$ cat src/dtfs_pkg.sv
`default_nettype none

package dtfs_pkg;

   // Widths of the fixed payload fields.
   localparam int CMD_W   = 4;
   localparam int IDX_W   = 6;
   localparam int LANE_W  = 3;
   localparam int VAL_W   = 32;
   localparam int DATA_W  = 64;
   localparam int ST_W    = 2;
   localparam int BC_W    = 9;
   localparam int CNT_W   = 7;

   // Packed stream word widths, rounded up to whole bytes.
   localparam int REQ_TDATA_W = 80;
   localparam int RSP_TDATA_W = 56;

   // Command codes.
   localparam logic [CMD_W-1:0] CMD_WORD  = 4'd0;
   localparam logic [CMD_W-1:0] CMD_PAIR  = 4'd1;
   localparam logic [CMD_W-1:0] CMD_BYTE  = 4'd2;
   localparam logic [CMD_W-1:0] CMD_HALF  = 4'd3;
   localparam logic [CMD_W-1:0] CMD_SETF  = 4'd4;
   localparam logic [CMD_W-1:0] CMD_CLRF  = 4'd5;
   localparam logic [CMD_W-1:0] CMD_READ  = 4'd6;
   localparam logic [CMD_W-1:0] CMD_CLRM  = 4'd7;
   localparam logic [CMD_W-1:0] CMD_DUMP  = 4'd8;

   // Status codes.
   localparam logic [ST_W-1:0] ST_OK        = 2'd0;
   localparam logic [ST_W-1:0] ST_BAD_INDEX = 2'd1;
   localparam logic [ST_W-1:0] ST_BAD_LANE  = 2'd2;

   // Configuration register indexes.
   localparam logic [0:0] CSR_FIELDS_IN_USE = 1'b0;
   localparam logic [0:0] CSR_IN_WORLD      = 1'b1;

   localparam logic [CNT_W-1:0] FIELDS_RESET = 7'd64;
   localparam logic [BC_W-1:0]  ENTRY_BYTES  = 9'd6;

   // One result word.
   typedef struct packed {
      logic [ST_W-1:0]  status;
      logic [IDX_W-1:0] index;
      logic [VAL_W-1:0] value;
      logic             mark;
      logic             enlist;
      logic             delist;
      logic             pending;
      logic             entry_valid;
      logic [BC_W-1:0]  byte_count;
      logic             last;
   } rsp_type;

endpackage

`default_nettype wire

$ cat src/dtfs_ram.sv
`default_nettype none

module dtfs_ram #(
   parameter int WIDTH = 32,
   parameter int DEPTH = 64
) (
   input  wire logic                     clock,
   input  wire logic                     wr_en,
   input  wire logic [$clog2(DEPTH)-1:0] wr_addr,
   input  wire logic [WIDTH-1:0]         wr_data,
   input  wire logic                     rd_en,
   input  wire logic [$clog2(DEPTH)-1:0] rd_addr,
   output logic      [WIDTH-1:0]         rd_data
);

   logic [WIDTH-1:0] mem_ff [DEPTH];
   logic [WIDTH-1:0] rd_data_ff;

   // One write port and one registered read port; read data holds when idle.
   always_ff @(posedge clock) begin
      if (wr_en) begin
         mem_ff[wr_addr] <= wr_data;
      end
      if (rd_en) begin
         rd_data_ff <= mem_ff[rd_addr];
      end
   end

   assign rd_data = rd_data_ff;

endmodule

`default_nettype wire

$ cat src/dtfs_rsp_reg.sv
`default_nettype none

module dtfs_rsp_reg
   import dtfs_pkg::*;
(
   input  wire logic    clock,
   input  wire logic    reset,
   input  wire logic    in_valid,
   output logic         in_ready,
   input  wire rsp_type in_data,
   output logic         out_valid,
   input  wire logic    out_ready,
   output rsp_type      out_data
);

   logic    valid_ff;
   logic    valid_in;
   rsp_type data_ff;

   // The slot takes a new word when it is empty or being drained.
   assign in_ready = !valid_ff || out_ready;

   always_comb begin
      valid_in = valid_ff;
      if (in_ready) begin
         valid_in = in_valid;
      end
   end

   always_ff @(posedge clock) begin
      if (reset) begin
         valid_ff <= 1'b0;
      end else begin
         valid_ff <= valid_in;
      end
   end

   always_ff @(posedge clock) begin
      if (in_valid && in_ready) begin
         data_ff <= in_data;
      end
   end

   assign out_valid = valid_ff;
   assign out_data  = data_ff;

endmodule

`default_nettype wire

$ cat src/dtfs_seq.sv
`default_nettype none

module dtfs_seq
   import dtfs_pkg::*;
#(
   parameter int MAX_FIELDS = 64
) (
   input  wire logic                          clock,
   input  wire logic                          reset,
   input  wire logic [CNT_W-1:0]              cnt,
   input  wire logic                          in_world,
   input  wire logic                          in_valid,
   output logic                               in_ready,
   input  wire logic [CMD_W-1:0]              in_cmd,
   input  wire logic [IDX_W-1:0]              in_idx,
   input  wire logic [LANE_W-1:0]             in_lane,
   input  wire logic [DATA_W-1:0]             in_data,
   input  wire logic                          in_drop,
   output logic                               out_valid,
   input  wire logic                          out_ready,
   output rsp_type                            out_data,
   output logic                               ram_we,
   output logic [$clog2(MAX_FIELDS)-1:0]      ram_waddr,
   output logic [VAL_W-1:0]                   ram_wdata,
   output logic                               ram_re,
   output logic [$clog2(MAX_FIELDS)-1:0]      ram_raddr,
   input  wire logic [VAL_W-1:0]              ram_rdata
);

   localparam int AW = $clog2(MAX_FIELDS);

   typedef enum logic [5:0] {
      S_IDLE = 6'b000001,
      S_RD0  = 6'b000010,
      S_RD1  = 6'b000100,
      S_WR1  = 6'b001000,
      S_RSP  = 6'b010000,
      S_DCHK = 6'b100000
   } seq_state_type;

   seq_state_type          state_ff, state_in;
   logic                   pending_ff, pending_in;
   logic [MAX_FIELDS-1:0]  valid_ff, valid_in;
   logic [MAX_FIELDS-1:0]  chg_ff, chg_in;
   logic                   held_ff, held_in;
   rsp_type                res_ff, res_in;
   logic [CMD_W-1:0]       cmd_ff, cmd_in;
   logic [IDX_W-1:0]       idx_ff, idx_in;
   logic [LANE_W-1:0]      lane_ff, lane_in;
   logic [DATA_W-1:0]      data_ff, data_in;
   logic [VAL_W-1:0]       old_ff, old_in;
   logic [AW-1:0]          addr_ff, addr_in;

   logic [AW-1:0]          idx_a, idx_b;
   logic [VAL_W-1:0]       rd_val;
   logic [VAL_W-1:0]       new_val;
   logic                   changed;
   logic                   enl;
   logic                   idx_bad;
   logic                   lane_bad;
   logic                   last_addr;

   assign idx_a = idx_ff[AW-1:0];
   assign idx_b = idx_ff[AW-1:0] + 1'b1;

   // Entries never written read as zero.
   always_comb begin
      rd_val = '0;
      if (state_ff == S_DCHK) begin
         if (valid_ff[addr_ff]) begin
            rd_val = ram_rdata;
         end
      end else if (state_ff == S_RD1) begin
         if (valid_ff[idx_b]) begin
            rd_val = ram_rdata;
         end
      end else if (valid_ff[idx_a]) begin
         rd_val = ram_rdata;
      end
   end

   // New field value for the single-entry commands.
   always_comb begin
      new_val = rd_val;
      case (cmd_ff)
         CMD_WORD: new_val = data_ff[VAL_W-1:0];
         CMD_BYTE: new_val[{lane_ff[1:0], 3'b000} +: 8] = data_ff[7:0];
         CMD_HALF: new_val[{lane_ff[0], 4'b0000} +: 16] = data_ff[15:0];
         CMD_SETF: new_val = rd_val | data_ff[VAL_W-1:0];
         CMD_CLRF: new_val = rd_val & ~data_ff[VAL_W-1:0];
         default:  new_val = rd_val;
      endcase
   end

   // Request checks, made as the word is taken.
   assign idx_bad = (in_cmd == CMD_PAIR) ? ({1'b0, in_idx} + 7'd1 >= cnt)
                                         : ({1'b0, in_idx} >= cnt);
   assign lane_bad = ((in_cmd == CMD_BYTE) && (in_lane > 3'd3)) ||
                     ((in_cmd == CMD_HALF) && (in_lane > 3'd1));

   assign last_addr = (CNT_W'(addr_ff) + 7'd1) == cnt;

   // Sequencer.
   always_comb begin
      state_in   = state_ff;
      pending_in = pending_ff;
      valid_in   = valid_ff;
      chg_in     = chg_ff;
      held_in    = held_ff;
      res_in     = res_ff;
      cmd_in     = cmd_ff;
      idx_in     = idx_ff;
      lane_in    = lane_ff;
      data_in    = data_ff;
      old_in     = old_ff;
      addr_in    = addr_ff;
      in_ready   = 1'b0;
      out_valid  = 1'b0;
      ram_we     = 1'b0;
      ram_waddr  = idx_a;
      ram_wdata  = new_val;
      ram_re     = 1'b0;
      ram_raddr  = idx_a;
      changed    = 1'b0;
      enl        = 1'b0;

      case (state_ff)
         S_IDLE: begin
            in_ready = 1'b1;
         end

         // First read data is here; single-entry commands finish now.
         S_RD0: begin
            if (cmd_ff == CMD_PAIR) begin
               old_in    = rd_val;
               ram_re    = 1'b1;
               ram_raddr = idx_b;
               state_in  = S_RD1;
            end else begin
               changed = (cmd_ff != CMD_READ) && (new_val != rd_val);
               enl     = changed && in_world && !pending_ff;
               ram_we  = changed;
               res_in         = '0;
               res_in.status  = ST_OK;
               res_in.index   = idx_ff;
               res_in.value   = new_val;
               res_in.mark    = chg_ff[idx_a] | changed;
               res_in.enlist  = enl;
               res_in.pending = pending_ff | enl;
               pending_in     = pending_ff | enl;
               state_in       = S_RSP;
            end
         end

         // Pair: second read data is here; write the low word now if the pair changes.
         S_RD1: begin
            changed = (old_ff != data_ff[VAL_W-1:0]) ||
                      (rd_val != data_ff[DATA_W-1:VAL_W]);
            enl       = changed && in_world && !pending_ff;
            ram_we    = changed;
            ram_wdata = data_ff[VAL_W-1:0];
            res_in         = '0;
            res_in.status  = ST_OK;
            res_in.index   = idx_ff;
            res_in.value   = changed ? data_ff[VAL_W-1:0] : old_ff;
            res_in.mark    = chg_ff[idx_a] | changed;
            res_in.enlist  = enl;
            res_in.pending = pending_ff | enl;
            pending_in     = pending_ff | enl;
            state_in       = changed ? S_WR1 : S_RSP;
         end

         // Pair: write the high word.
         S_WR1: begin
            ram_we    = 1'b1;
            ram_waddr = idx_b;
            ram_wdata = data_ff[DATA_W-1:VAL_W];
            state_in  = S_RSP;
         end

         S_RSP: begin
            out_valid = 1'b1;
            in_ready  = out_ready;
            if (out_ready) begin
               state_in = S_IDLE;
            end
         end

         // Dump walk: one entry a cycle while the result side takes words; a found entry is held
         // until the next one shows whether it is the final word.
         S_DCHK: begin
            out_valid = (rd_val != '0) && held_ff;
            if (!((rd_val != '0) && held_ff && !out_ready)) begin
               if (rd_val != '0) begin
                  res_in             = '0;
                  res_in.status      = ST_OK;
                  res_in.index       = IDX_W'(addr_ff);
                  res_in.value       = rd_val;
                  res_in.mark        = chg_ff[addr_ff];
                  res_in.pending     = pending_ff;
                  res_in.entry_valid = 1'b1;
                  res_in.byte_count  = res_ff.byte_count + ENTRY_BYTES;
                  held_in            = 1'b1;
               end
               if (last_addr) begin
                  state_in = S_RSP;
               end else begin
                  addr_in   = addr_ff + 1'b1;
                  ram_re    = 1'b1;
                  ram_raddr = addr_ff + 1'b1;
               end
            end
         end

         default: begin
            state_in = S_IDLE;
         end
      endcase

      // Take a new request word.
      if (in_valid && in_ready) begin
         cmd_in         = in_cmd;
         idx_in         = in_idx;
         lane_in        = in_lane;
         data_in        = in_data;
         res_in         = '0;
         res_in.status  = ST_OK;
         res_in.pending = pending_ff;
         state_in       = S_RSP;
         case (in_cmd) inside
            CMD_DUMP: begin
               held_in = 1'b0;
               addr_in = '0;
               if (cnt != '0) begin
                  ram_re    = 1'b1;
                  ram_raddr = '0;
                  state_in  = S_DCHK;
               end
            end
            CMD_CLRM: begin
               chg_in         = '0;
               pending_in     = 1'b0;
               res_in.index   = in_idx;
               res_in.delist  = pending_ff & in_drop;
               res_in.pending = 1'b0;
            end
            [CMD_WORD:CMD_READ]: begin
               res_in.index = in_idx;
               if (idx_bad) begin
                  res_in.status = ST_BAD_INDEX;
               end else if (lane_bad) begin
                  res_in.status = ST_BAD_LANE;
               end else begin
                  ram_re    = 1'b1;
                  ram_raddr = in_idx[AW-1:0];
                  state_in  = S_RD0;
               end
            end
            default: begin
               res_in.pending = pending_ff;
            end
         endcase
      end

      // Every write marks its entry as written and changed.
      if (ram_we) begin
         valid_in[ram_waddr] = 1'b1;
         chg_in[ram_waddr]   = 1'b1;
      end
   end

   // The last flag is low only on dump entries sent during the walk.
   always_comb begin
      out_data      = res_ff;
      out_data.last = (state_ff != S_DCHK);
   end

   always_ff @(posedge clock) begin
      if (reset) begin
         state_ff   <= S_IDLE;
         pending_ff <= 1'b0;
         valid_ff   <= '0;
         chg_ff     <= '0;
         held_ff    <= 1'b0;
      end else begin
         state_ff   <= state_in;
         pending_ff <= pending_in;
         valid_ff   <= valid_in;
         chg_ff     <= chg_in;
         held_ff    <= held_in;
      end
   end

   always_ff @(posedge clock) begin
      res_ff  <= res_in;
      cmd_ff  <= cmd_in;
      idx_ff  <= idx_in;
      lane_ff <= lane_in;
      data_ff <= data_in;
      old_ff  <= old_in;
      addr_ff <= addr_in;
   end

   // A read and a write never meet on the same entry in one cycle.
   a_no_rw_collision: assert property (@(posedge clock) disable iff (reset)
      (ram_we && ram_re) |-> (ram_waddr != ram_raddr))
      else $error("read and write of the same entry in one cycle");

   // The pending flag rises only out of a write step.
   a_pending_from_write: assert property (@(posedge clock) disable iff (reset)
      $rose(pending_ff) |-> ($past(state_ff == S_RD0) || $past(state_ff == S_RD1)))
      else $error("pending flag raised outside a write");

   // Words sent during the walk are real nonzero entries.
   a_dump_entry: assert property (@(posedge clock) disable iff (reset)
      (out_valid && (state_ff == S_DCHK)) |->
         (out_data.entry_valid && (out_data.value != '0)))
      else $error("dump sent an empty entry mid-walk");

   // A changed bit only exists on an entry that has been written.
   a_mark_written: assert property (@(posedge clock) disable iff (reset)
      (chg_ff & ~valid_ff) == '0)
      else $error("changed bit on an unwritten entry");

endmodule

`default_nettype wire

$ cat src/dirty_tracked_field_store_core.sv
// Word, byte, half, flag and read commands read their field, write it if it changes, then
// answer; a pair reads both words and, when it changes the value, writes the low word, then
// the high word, before it answers; rejected, clear-marks and unknown commands answer with no
// memory access. The read-modify-write on the field memory holds off the next command until
// the result word is handed on; a dump holds the input for its walk plus result stalls.
// Reset is synchronous, active high: clears written/changed bits and pending, count 64, in_world 0.
`default_nettype none

module dirty_tracked_field_store_core
   import dtfs_pkg::*;
#(
   parameter int MAX_FIELDS = 64
) (
   input  wire logic                   clock,
   input  wire logic                   reset,
   // Request stream.
   input  wire logic                   req_tvalid,
   output logic                        req_tready,
   // [5:0] field_index, [8:6] lane_offset, [72:9] write_data, [73] drop_pending
   input  wire logic [REQ_TDATA_W-1:0] req_tdata,
   // [3:0] command
   input  wire logic [CMD_W-1:0]       req_tuser,
   // Response stream.
   output logic                        rsp_tvalid,
   input  wire logic                   rsp_tready,
   // [5:0] result_index, [37:6] result_value, [38] changed_mark, [39] enlist,
   // [40] delist, [41] pending_now, [42] entry_valid, [51:43] byte_count
   output logic [RSP_TDATA_W-1:0]      rsp_tdata,
   // [1:0] status
   output logic [ST_W-1:0]             rsp_tuser,
   output logic                        rsp_tlast,
   // Register write port.
   input  wire logic                   csr_valid,
   output logic                        csr_ready,
   input  wire logic [0:0]             csr_index,
   input  wire logic [CNT_W-1:0]       csr_data
);

   localparam int AW = $clog2(MAX_FIELDS);

   logic [CNT_W-1:0] count_ff, count_in;
   logic             world_ff, world_in;
   logic [CNT_W-1:0] eff_cnt;

   logic             seq_valid, seq_ready;
   rsp_type          seq_data, out_data;

   logic             ram_we, ram_re;
   logic [AW-1:0]    ram_waddr, ram_raddr;
   logic [VAL_W-1:0] ram_wdata, ram_rdata;

   // Configuration registers.
   assign csr_ready = 1'b1;

   always_comb begin
      count_in = count_ff;
      world_in = world_ff;
      if (csr_valid && csr_ready) begin
         case (csr_index)
            CSR_FIELDS_IN_USE: count_in = csr_data;
            CSR_IN_WORLD:      world_in = csr_data[0];
            default:           count_in = count_ff;
         endcase
      end
   end

   always_ff @(posedge clock) begin
      if (reset) begin
         count_ff <= FIELDS_RESET;
         world_ff <= 1'b0;
      end else begin
         count_ff <= count_in;
         world_ff <= world_in;
      end
   end

   // Field count saturates at the table depth.
   assign eff_cnt = (count_ff > CNT_W'(MAX_FIELDS)) ? CNT_W'(MAX_FIELDS) : count_ff;

   dtfs_seq #(
      .MAX_FIELDS (MAX_FIELDS)
   ) u_seq (
      .clock     (clock),
      .reset     (reset),
      .cnt       (eff_cnt),
      .in_world  (world_ff),
      .in_valid  (req_tvalid),
      .in_ready  (req_tready),
      .in_cmd    (req_tuser),
      .in_idx    (req_tdata[5:0]),
      .in_lane   (req_tdata[8:6]),
      .in_data   (req_tdata[72:9]),
      .in_drop   (req_tdata[73]),
      .out_valid (seq_valid),
      .out_ready (seq_ready),
      .out_data  (seq_data),
      .ram_we    (ram_we),
      .ram_waddr (ram_waddr),
      .ram_wdata (ram_wdata),
      .ram_re    (ram_re),
      .ram_raddr (ram_raddr),
      .ram_rdata (ram_rdata)
   );

   dtfs_ram #(
      .WIDTH (VAL_W),
      .DEPTH (MAX_FIELDS)
   ) u_field_ram (
      .clock   (clock),
      .wr_en   (ram_we),
      .wr_addr (ram_waddr),
      .wr_data (ram_wdata),
      .rd_en   (ram_re),
      .rd_addr (ram_raddr),
      .rd_data (ram_rdata)
   );

   dtfs_rsp_reg u_rsp_reg (
      .clock     (clock),
      .reset     (reset),
      .in_valid  (seq_valid),
      .in_ready  (seq_ready),
      .in_data   (seq_data),
      .out_valid (rsp_tvalid),
      .out_ready (rsp_tready),
      .out_data  (out_data)
   );

   // Pack the response word.
   assign rsp_tdata = {4'b0000, out_data.byte_count, out_data.entry_valid, out_data.pending,
                       out_data.delist, out_data.enlist, out_data.mark, out_data.value,
                       out_data.index};
   assign rsp_tuser = out_data.status;
   assign rsp_tlast = out_data.last;

endmodule

`default_nettype wire

$ cat config.mk
export PLATFORM = sky130hd
export DESIGN_NAME = dirty_tracked_field_store_core
export DESIGN_NICKNAME = d
export VERILOG_FILES = /design/src/dtfs_pkg.sv /design/src/dtfs_ram.sv /design/src/dtfs_rsp_reg.sv /design/src/dtfs_seq.sv /design/src/dirty_tracked_field_store_core.sv
export SDC_FILE = /design/constraint.sdc
export NUM_CORES = 2
export LEC_CHECK = 0
export BUFFER_PORTS_ARGS = -buffer_cell sky130_fd_sc_hd__buf_2
export CORE_UTILIZATION = 30
export CTS_BUF_LIST = sky130_fd_sc_hd__clkbuf_2 sky130_fd_sc_hd__clkbuf_4 sky130_fd_sc_hd__clkbuf_8
export DETAILED_ROUTE_END_ITERATION = 8
export GPL_ROUTABILITY_DRIVEN = 0
export PLACE_DENSITY_LB_ADDON = 0.08
export SKIP_LAST_GASP = 1
export SYNTH_ARGS = -nofsm -noshare
export SYNTH_HDL_FRONTEND = slang
export SYNTH_HIERARCHICAL = 1
export SYNTH_SLANG_ARGS = --single-unit
$ cat constraint.sdc
create_clock -name clock -period 10 [get_ports clock]
set_input_delay 3 -clock clock [delete_from_list [all_inputs] [get_ports clock]]
set_output_delay 3 -clock clock [all_outputs]
set_load 0.02 [all_outputs]
# Word level (Yosys, flattened, before mapping)
# Memories as Yosys holds them, arrays and structs flattened. A register that Yosys moved wholly into a read port is not among the register bits.
# Index checks and enable logic that the tools add are counted.
dict set report word_totals {
  mem_count 1
  ramBits 2048
  latchBits 0
  regBits 368
  romBits 0
  elab_cells 231
}
# name words word_bits read_ports rd_ports_with_merged_regs wr line
set mem_list {}
lappend mem_list {u_field_ram.mem_ff 64 32 1 1 1 dtfs_ram.sv:16} ;# logic [WIDTH-1:0] mem_ff [DEPTH];
dict set report op_classes {
  n_mux 102
  shifts 4
  bitwise_logic 11
  n_addsub 7
  n_eq_ne 31
  reduce_logical 30
  n_lt_le_gt_ge 12
  mul 0
  n_div 0
}
# operator count
set ops {}
lappend ops {{64-bit 2-to-1 mux} 4}
lappend ops {{55-bit 2-to-1 mux} 4}
lappend ops {{32-bit 2-to-1 mux} 6}
lappend ops {{6-bit 2-to-1 mux} 28}
lappend ops {{55-bit one-hot mux with 3 select lines} 1}
lappend ops {{32-bit one-hot mux with 5 select lines} 1}
lappend ops {{64-bit bitwise OR} 2}
lappend ops {{32-bit != test} 3}
lappend ops {{32-bit bitwise mux} 2}
lappend ops {{32-bit one-hot mux with 2 select lines} 1}
lappend ops {{6-bit one-hot mux with 6 select lines} 1}
lappend ops {{1-bit 2-to-1 mux} 33}
lappend ops {{32-bit bitwise AND} 1}
lappend ops {{32-bit NOT} 1}
lappend ops {{32-bit bitwise OR} 1}
lappend ops {{32-bit nonzero test} 1}
lappend ops {{16-bit by 7-bit variable shift with 32-bit output (first input constant)} 1}
lappend ops {{8-bit by 7-bit variable shift with 32-bit output (first input constant)} 1}
lappend ops {{16-bit by 7-bit indexed part select with 32-bit output} 1}
lappend ops {{8-bit by 7-bit indexed part select with 32-bit output} 1}
lappend ops {{1-bit binary-select mux with 6-bit select} 5}
lappend ops {{6-bit by 7-bit less-than comparator with 1-bit output (second input constant)} 4}
lappend ops {{4-bit by 2-bit equality test with 1-bit output (second input constant)} 4}
lappend ops {{5-bit 2-to-1 mux} 3}
lappend ops {{47 further kinds} 87}

# Logic depth before layout (Yosys ltp)
dict set report logic_depth {
  word_depth 18
  mapped_depth 28
  ltp_nobuf 20
}

# Hierarchy
# Netlist, hierarchy kept.
# module instances seq_area_each_um2 cells_each area_per_inst_um2
set by_module_without_submodules {}
lappend by_module_without_submodules {dtfs_ram 1 62459.9 3324 78833.1}
lappend by_module_without_submodules {dtfs_seq 1 7267.0 2095 19039.5}
lappend by_module_without_submodules {dtfs_rsp_reg 1 1671.6 60 1706.6}
lappend by_module_without_submodules {dirty_tracked_field_store_core 1 160.2 48 437.9}

# Least setup slack after synthesis
# Ideal clock, no wire load.
dict set report synth_timing {
  path_type {register to register}
  start {register u_seq.idx_ff[0], in the netlist u_seq/idx_a[0]}
  end {memory u_field_ram.mem_ff[48][0], enable pin}
  setup_time_ps 461
  slack_ps 2510
  stages_incl_launch_ff 23
  t_arrival_ps 7029
  path_cell_list {edfxtp_1 -> ha_1 -> buf_2 -> xor2_1 -> buf_2 -> mux4_2 -> mux4_2 -> nor2_1 -> o32ai_2 -> or4_1 -> clkbuf_1 -> buf_2 -> a21boi_0 -> a2111oi_0 -> and4b_1 -> a21oi_2 -> nor3_4 -> buf_4 -> buf_6 -> inv_2 -> nor2b_1 -> nand4b_1 -> nor3_1}
}
dict set report synth_between {
  elab_chain_len 14
  word_cells_on_any_way 23
}
# element line
set synth_lines {}
lappend synth_lines {{from (decl)} dtfs_seq.sv:48} ;# logic [IDX_W-1:0] idx_ff, idx_in;
lappend synth_lines {{from (signal assigned)} dtfs_seq.sv:297} ;# idx_ff <= idx_in;
lappend synth_lines {{6-bit by 1-bit adder with 6-bit output} dtfs_seq.sv:64} ;# assign idx_b = idx_ff[AW-1:0] + 1'b1;
lappend synth_lines {{1-bit binary-select mux with 6-bit select} dtfs_seq.sv:74} ;# if (valid_ff[idx_b]) begin
lappend synth_lines {{1-bit 2-to-1 mux (not written as such)} dtfs_seq.sv:74}
lappend synth_lines {{32-bit 2-to-1 mux} dtfs_seq.sv:74}
lappend synth_lines {{32-bit 2-to-1 mux (*)} dtfs_seq.sv:73} ;# end else if (state_ff == S_RD1) begin
lappend synth_lines {{32-bit 2-to-1 mux (*)} dtfs_seq.sv:69} ;# if (state_ff == S_DCHK) begin
lappend synth_lines {{32-bit bitwise AND, or another cell as far along} dtfs_seq.sv:90} ;# CMD_CLRF: new_val = rd_val & ~data_ff[VAL_W-1:0];
lappend synth_lines {{32-bit one-hot mux with 5 select lines} dtfs_seq.sv:85} ;# case (cmd_ff)
lappend synth_lines {{32-bit != test} dtfs_seq.sv:140} ;# changed = (cmd_ff != CMD_READ) && (new_val != rd_val);
lappend synth_lines {{1-bit logical AND} dtfs_seq.sv:140}
lappend synth_lines {{1-bit 2-to-1 mux} dtfs_seq.sv:134} ;# if (cmd_ff == CMD_PAIR) begin
lappend synth_lines {{1-bit one-hot mux with 3 select lines (*)} dtfs_seq.sv:127} ;# case (state_ff)
lappend synth_lines {{via ram_we} dirty_tracked_field_store_core.sv:48} ;# logic ram_we, ram_re;
lappend synth_lines {{1-bit 2-to-1 mux (*)} dtfs_ram.sv:21} ;# if (wr_en) begin
lappend synth_lines {{1-bit 2-to-1 mux (not written as such) (*)} dtfs_ram.sv:22} ;# mem_ff[wr_addr] <= wr_data;
lappend synth_lines {{to (decl)} dtfs_ram.sv:16}
# Mark *: on every way through the listed nets, which the timed path passes. The rest lies on a longest branch. The select of a mux whose other input is x is not followed.

# Final worst setup path
dict set report layout_timing {
  start {input port req_tdata[0]}
  end {register u_field_ram.rd_data_ff[8], in the netlist u_field_ram/rd_data[8] (read register of u_field_ram.mem_ff), data pin}
}
dict set report layout_between {
  elab_chain_len 8
  word_cells_on_any_way 15
}
# element line
set layout_lines {}
lappend layout_lines {{from (decl)} dirty_tracked_field_store_core.sv:20} ;# input wire logic [REQ_TDATA_W-1:0] req_tdata,
lappend layout_lines {{6-bit by 1-bit adder with 7-bit output} dtfs_seq.sv:96} ;# assign idx_bad = (in_cmd == CMD_PAIR) ? ({1'b0, in_idx} + 7'd1 >= cnt)
lappend layout_lines {{7-bit greater-or-equal comparator} dtfs_seq.sv:96}
lappend layout_lines {{1-bit 2-to-1 mux} dtfs_seq.sv:96}
lappend layout_lines {{6-bit 2-to-1 mux (*)} dtfs_seq.sv:249} ;# if (idx_bad) begin
lappend layout_lines {{6-bit 2-to-1 mux (*) (3 in series)} dtfs_seq.sv:230} ;# case (in_cmd) inside
lappend layout_lines {{6-bit 2-to-1 mux (*)} dtfs_seq.sv:221} ;# if (in_valid && in_ready) begin
lappend layout_lines {{via ram_raddr[0]} dirty_tracked_field_store_core.sv:49} ;# logic [AW-1:0] ram_waddr, ram_raddr;
lappend layout_lines {{to (decl)} dtfs_ram.sv:17} ;# logic [WIDTH-1:0] rd_data_ff;
# Mark *: on every way through the listed nets, which the timed path passes. The rest lies on a longest branch.
# A chain may end at the register's enable or synchronous reset.

==> impl_metrics.py <==
metrics = {
    "logic_synthesis": {
        "synth_edf_count": 2253,
        "async_flop_share_pct": 0,
        "yosys_most_used_dff": "edfxtp_1",
        "ys_ff_latch": 2448,
        "syn_area_per_cell_um2": 18.1,
        "ys_types": 92,
        "yosysSeqAreaShare_pct": 71.5,
        "synth_cells": 5527,
        "syn_area_um2": 100000,
        "ys_warn_count": 6,
    },
    "power": {
        "p_leak_nw": 36.7,
        "irDropWorstVdd_mv": 0.102,
        "power_density_nw_per_um2": 227,
    },
    "floorplanning": {
        "placementRows": 211,
        "die_y_um": 579,
        "initial_core_util_pct": 30.2,
        "die-area_um2": 336000,
        "ios": 159,
        "core_um2": 331000,
        "fp.dieW_um": 579,
    },
    "cts": {
        "path_clk_slew_ns": 0.06,
        "h-tree-depth": 5,
        "cts.sinks": 2448,
        "root_buffer": "clkbuf_8",
        "clock_latency_ns": 1.10,
        "cts-resized-gates": 0,
        "postCtsSetupBuffers": 0,
        "tritoncts": "yes",
        "hold_buffers": 0,
        "clk_path_buf_depth": 4,
        "numCtsBuffers": 430,
    },
    "detailed_routing": {
        "drc_errors": 0,
        "wl_per_cell_um": 31.3,
        "wl_mm": 335,
        "vias": 56500,
        "vias_per_cell": 5.27,
        "drt_iter0_markers": 5650,
        "drt_pass1_iterations": 6,
        "antenna_left": 0,
    },
    "timing": {
        "whs_ns": 0.367,
        "finalSetupViolCount": 0,
        "hold_viol": 0,
        "fin_setup_tns_ns": 0,
        "period_needed_ns": 8.03,
        "drv_slew": 0,
        "skew_ns": 0.105,
        "rsz0062_at_grt": "false",
        "max_clock_freq_ghz": 0.125,
        "setup_slack_ns": 1.97,
        "max-slew-margin-rel_pct": 10.7,
        "fin_crit_sh_pct": 80.3,
        "worstMarginPinSlew_ns": 1.34,
    },
    "global_routing": {
        "grt_start_max_net_pins": 90,
        "grt-ovfl-total": 0,
        "grt_pass1_vias": 58000,
        "grt.total_usage_pct": 19.8,
        "antenna_found_initial": 21,
        "grt_pass1_wl_mm": 467,
    },
    "cells_and_area": {
        "nets": 6118,
        "fillers": 31500,
        "area_growth_pct": 16.2,
        "finish.utilization_pct": 35.1,
        "drive_above_1_share_pct": 29.1,
        "seq_area_um2": 71600,
        "final_area_um2": 116000,
        "multi_input_area_um2": 27400,
    },
    "setup_path": {
        "critPathRequiredTime_ns": 10.76,
        "start_kind": "input pin",
        "endpoint_kind": "flip-flop",
        "cp_data_arrival_time_ns": 8.79,
        "crit_path_max_fanout": 30,
        "path_class": "in -> reg",
    },
    "placed_design": {
        "place_ws_ns": 0.821,
        "port-buffer-count": 147,
        "hpwl_mm": 198,
        "place_area_um2": 108000,
    },
    "job": {
        "cap_violations": 0,
    },
    "status": {
        "status": "completed",
    },
    "worst_hold_path": {
        "hold_path_class": "reg -> reg",
    },
}
-- stage by stage --
| step | cells | total power (W) |
|---|---|---|
| final | 10700 | 0.0264 |
| after global routing | 10700 | 0.0274 |
| after CTS | 10700 | 0.0268 |
| after detailed placement | 9933 | 0.0175 |
| after global placement | 9933 | 0.0174 |
| after floorplan | 5530 | 0.0151 |
-- cell families (layout without fill, tap and decap cells) --
kind of cell,Yosys count,after routing,synth area share [%]
compound gates,851,851,5.91
xor+xnor,69,69,0.604
fa+ha+maj,22,22,0.275
buf+inv,453,1259,1.99
flops,2448,2448,71.5
mux,755,755,15.2
other cells,2,21,0.00751
simple gates,927,927,4.43
-- sequential cells by signal (all words and copies together) (netlist names), 7 cells and up --
signal,flops
u_field_ram/mem_ff,2048
u_seq/chg_ff,64
u_seq/data_ff,64
u_seq/valid_ff,64
u_rsp_reg/out_data,55
u_seq/out_data,54
u_field_ram/rd_data,32
u_seq/old_ff,32
count_ff,7
-- report_power, final --
group | switching [W] | leakage (nW) | internal (W) | total [W]
Clock | 0.00421 | 4.45 | 0.00498 | 0.00919
Sequential | 0.000216 | 22.1 | 0.0119 | 0.0121
Combinational | 0.00343 | 10.1 | 0.00164 | 0.00506
Total | 0.00786 | 36.7 | 0.0185 | 0.0264
-- final cells by class --
cell class | count | area share [%]
sequential | 2448 | 61.6
multi-input combinational | 2629 | 23.6
clock buffer | 591 | 6.24
tap | 4366 | 4.70
timing repair buffer | 407 | 2.59
clock inverter | 178 | 1.00
inverter | 83 | 0.270
antenna | 16 | 0.0345
-- critical path, stage by stage --
cell      delay [ns]
buf_2           0.17
ha_1            0.31
ha_1            0.28
a21boi_0        0.12
o21a_1          0.18
o21a_1          0.16
o21a_1          0.17
o21a_1          0.16
o21ai_0         0.16
nand2b_1        0.08
a21oi_1         0.22
nand3_1         0.14
nor2b_1         0.20
buf_4           0.26
a21oi_1         0.10
a21oi_4         0.46
buf_12          0.30
buf_4           0.38
mux4_2          0.53
mux2i_1         0.30
nor2_1          0.10
o32ai_2         0.52
nor3_1          0.34
-- worst paths after layout --
path                            from                    endpoint  slack [ns]  depth (start not counted)
setup reg to reg   u_seq/state_ff[1]  u_field_ram/mem_ff[14][18]        2.02                         17
hold reg to reg   u_seq/out_data[50]      u_rsp_reg/out_data[50]        0.37                          0
setup / recovery        req_tdata[0]      u_field_ram/rd_data[8]        1.97                         23
hold / removal    u_seq/out_data[50]      u_rsp_reg/out_data[50]        0.37                          0
-- cell usage after synthesis (all sizes together), types with 48 or more instances --
| master | n | area, um^2 |
|---|---|---|
| dfxtp | 195 | 3900 |
| buf | 154 | 870 |
| a221oi | 48 | 420 |
| o22ai | 107 | 669 |
| inv | 79 | 297 |
| o21ai | 126 | 631 |
| edfxtp | 2253 | 67700 |
| nand3 | 77 | 385 |
| nor2 | 292 | 1100 |
| o31ai | 105 | 788 |
| a21oi | 139 | 703 |
| nand2 | 278 | 1040 |
| mux2i | 137 | 1370 |
| a22oi | 57 | 428 |
| mux4 | 613 | 13800 |
| clkbuf | 216 | 811 |
-- metal layers --
metal	part of all wire, %	up-vias	global-route usage (%)
met5	0	-	0
met4	2.4	0	5.23
met3	5.1	419	2.58
met2	47	1853	31.5
met1	46	30500	28.5
li1	-	23700	-
-- cell usage in the layout, fill, tap and decap left out, drive strengths merged, types with 44 or more instances in the layout --
cell type  instances
edfxtp          2253
mux4             613
clkbuf           591
buf              407
nor2             292
nand2            278
dfxtp            195
clkinv           154
a21oi            139
mux2i            137
o21ai            126
o22ai            107
o31ai            105
inv               85
nand3             77
a22oi             57
a221oi            48
xnor2             44
(Power assumes the default switching activity.)
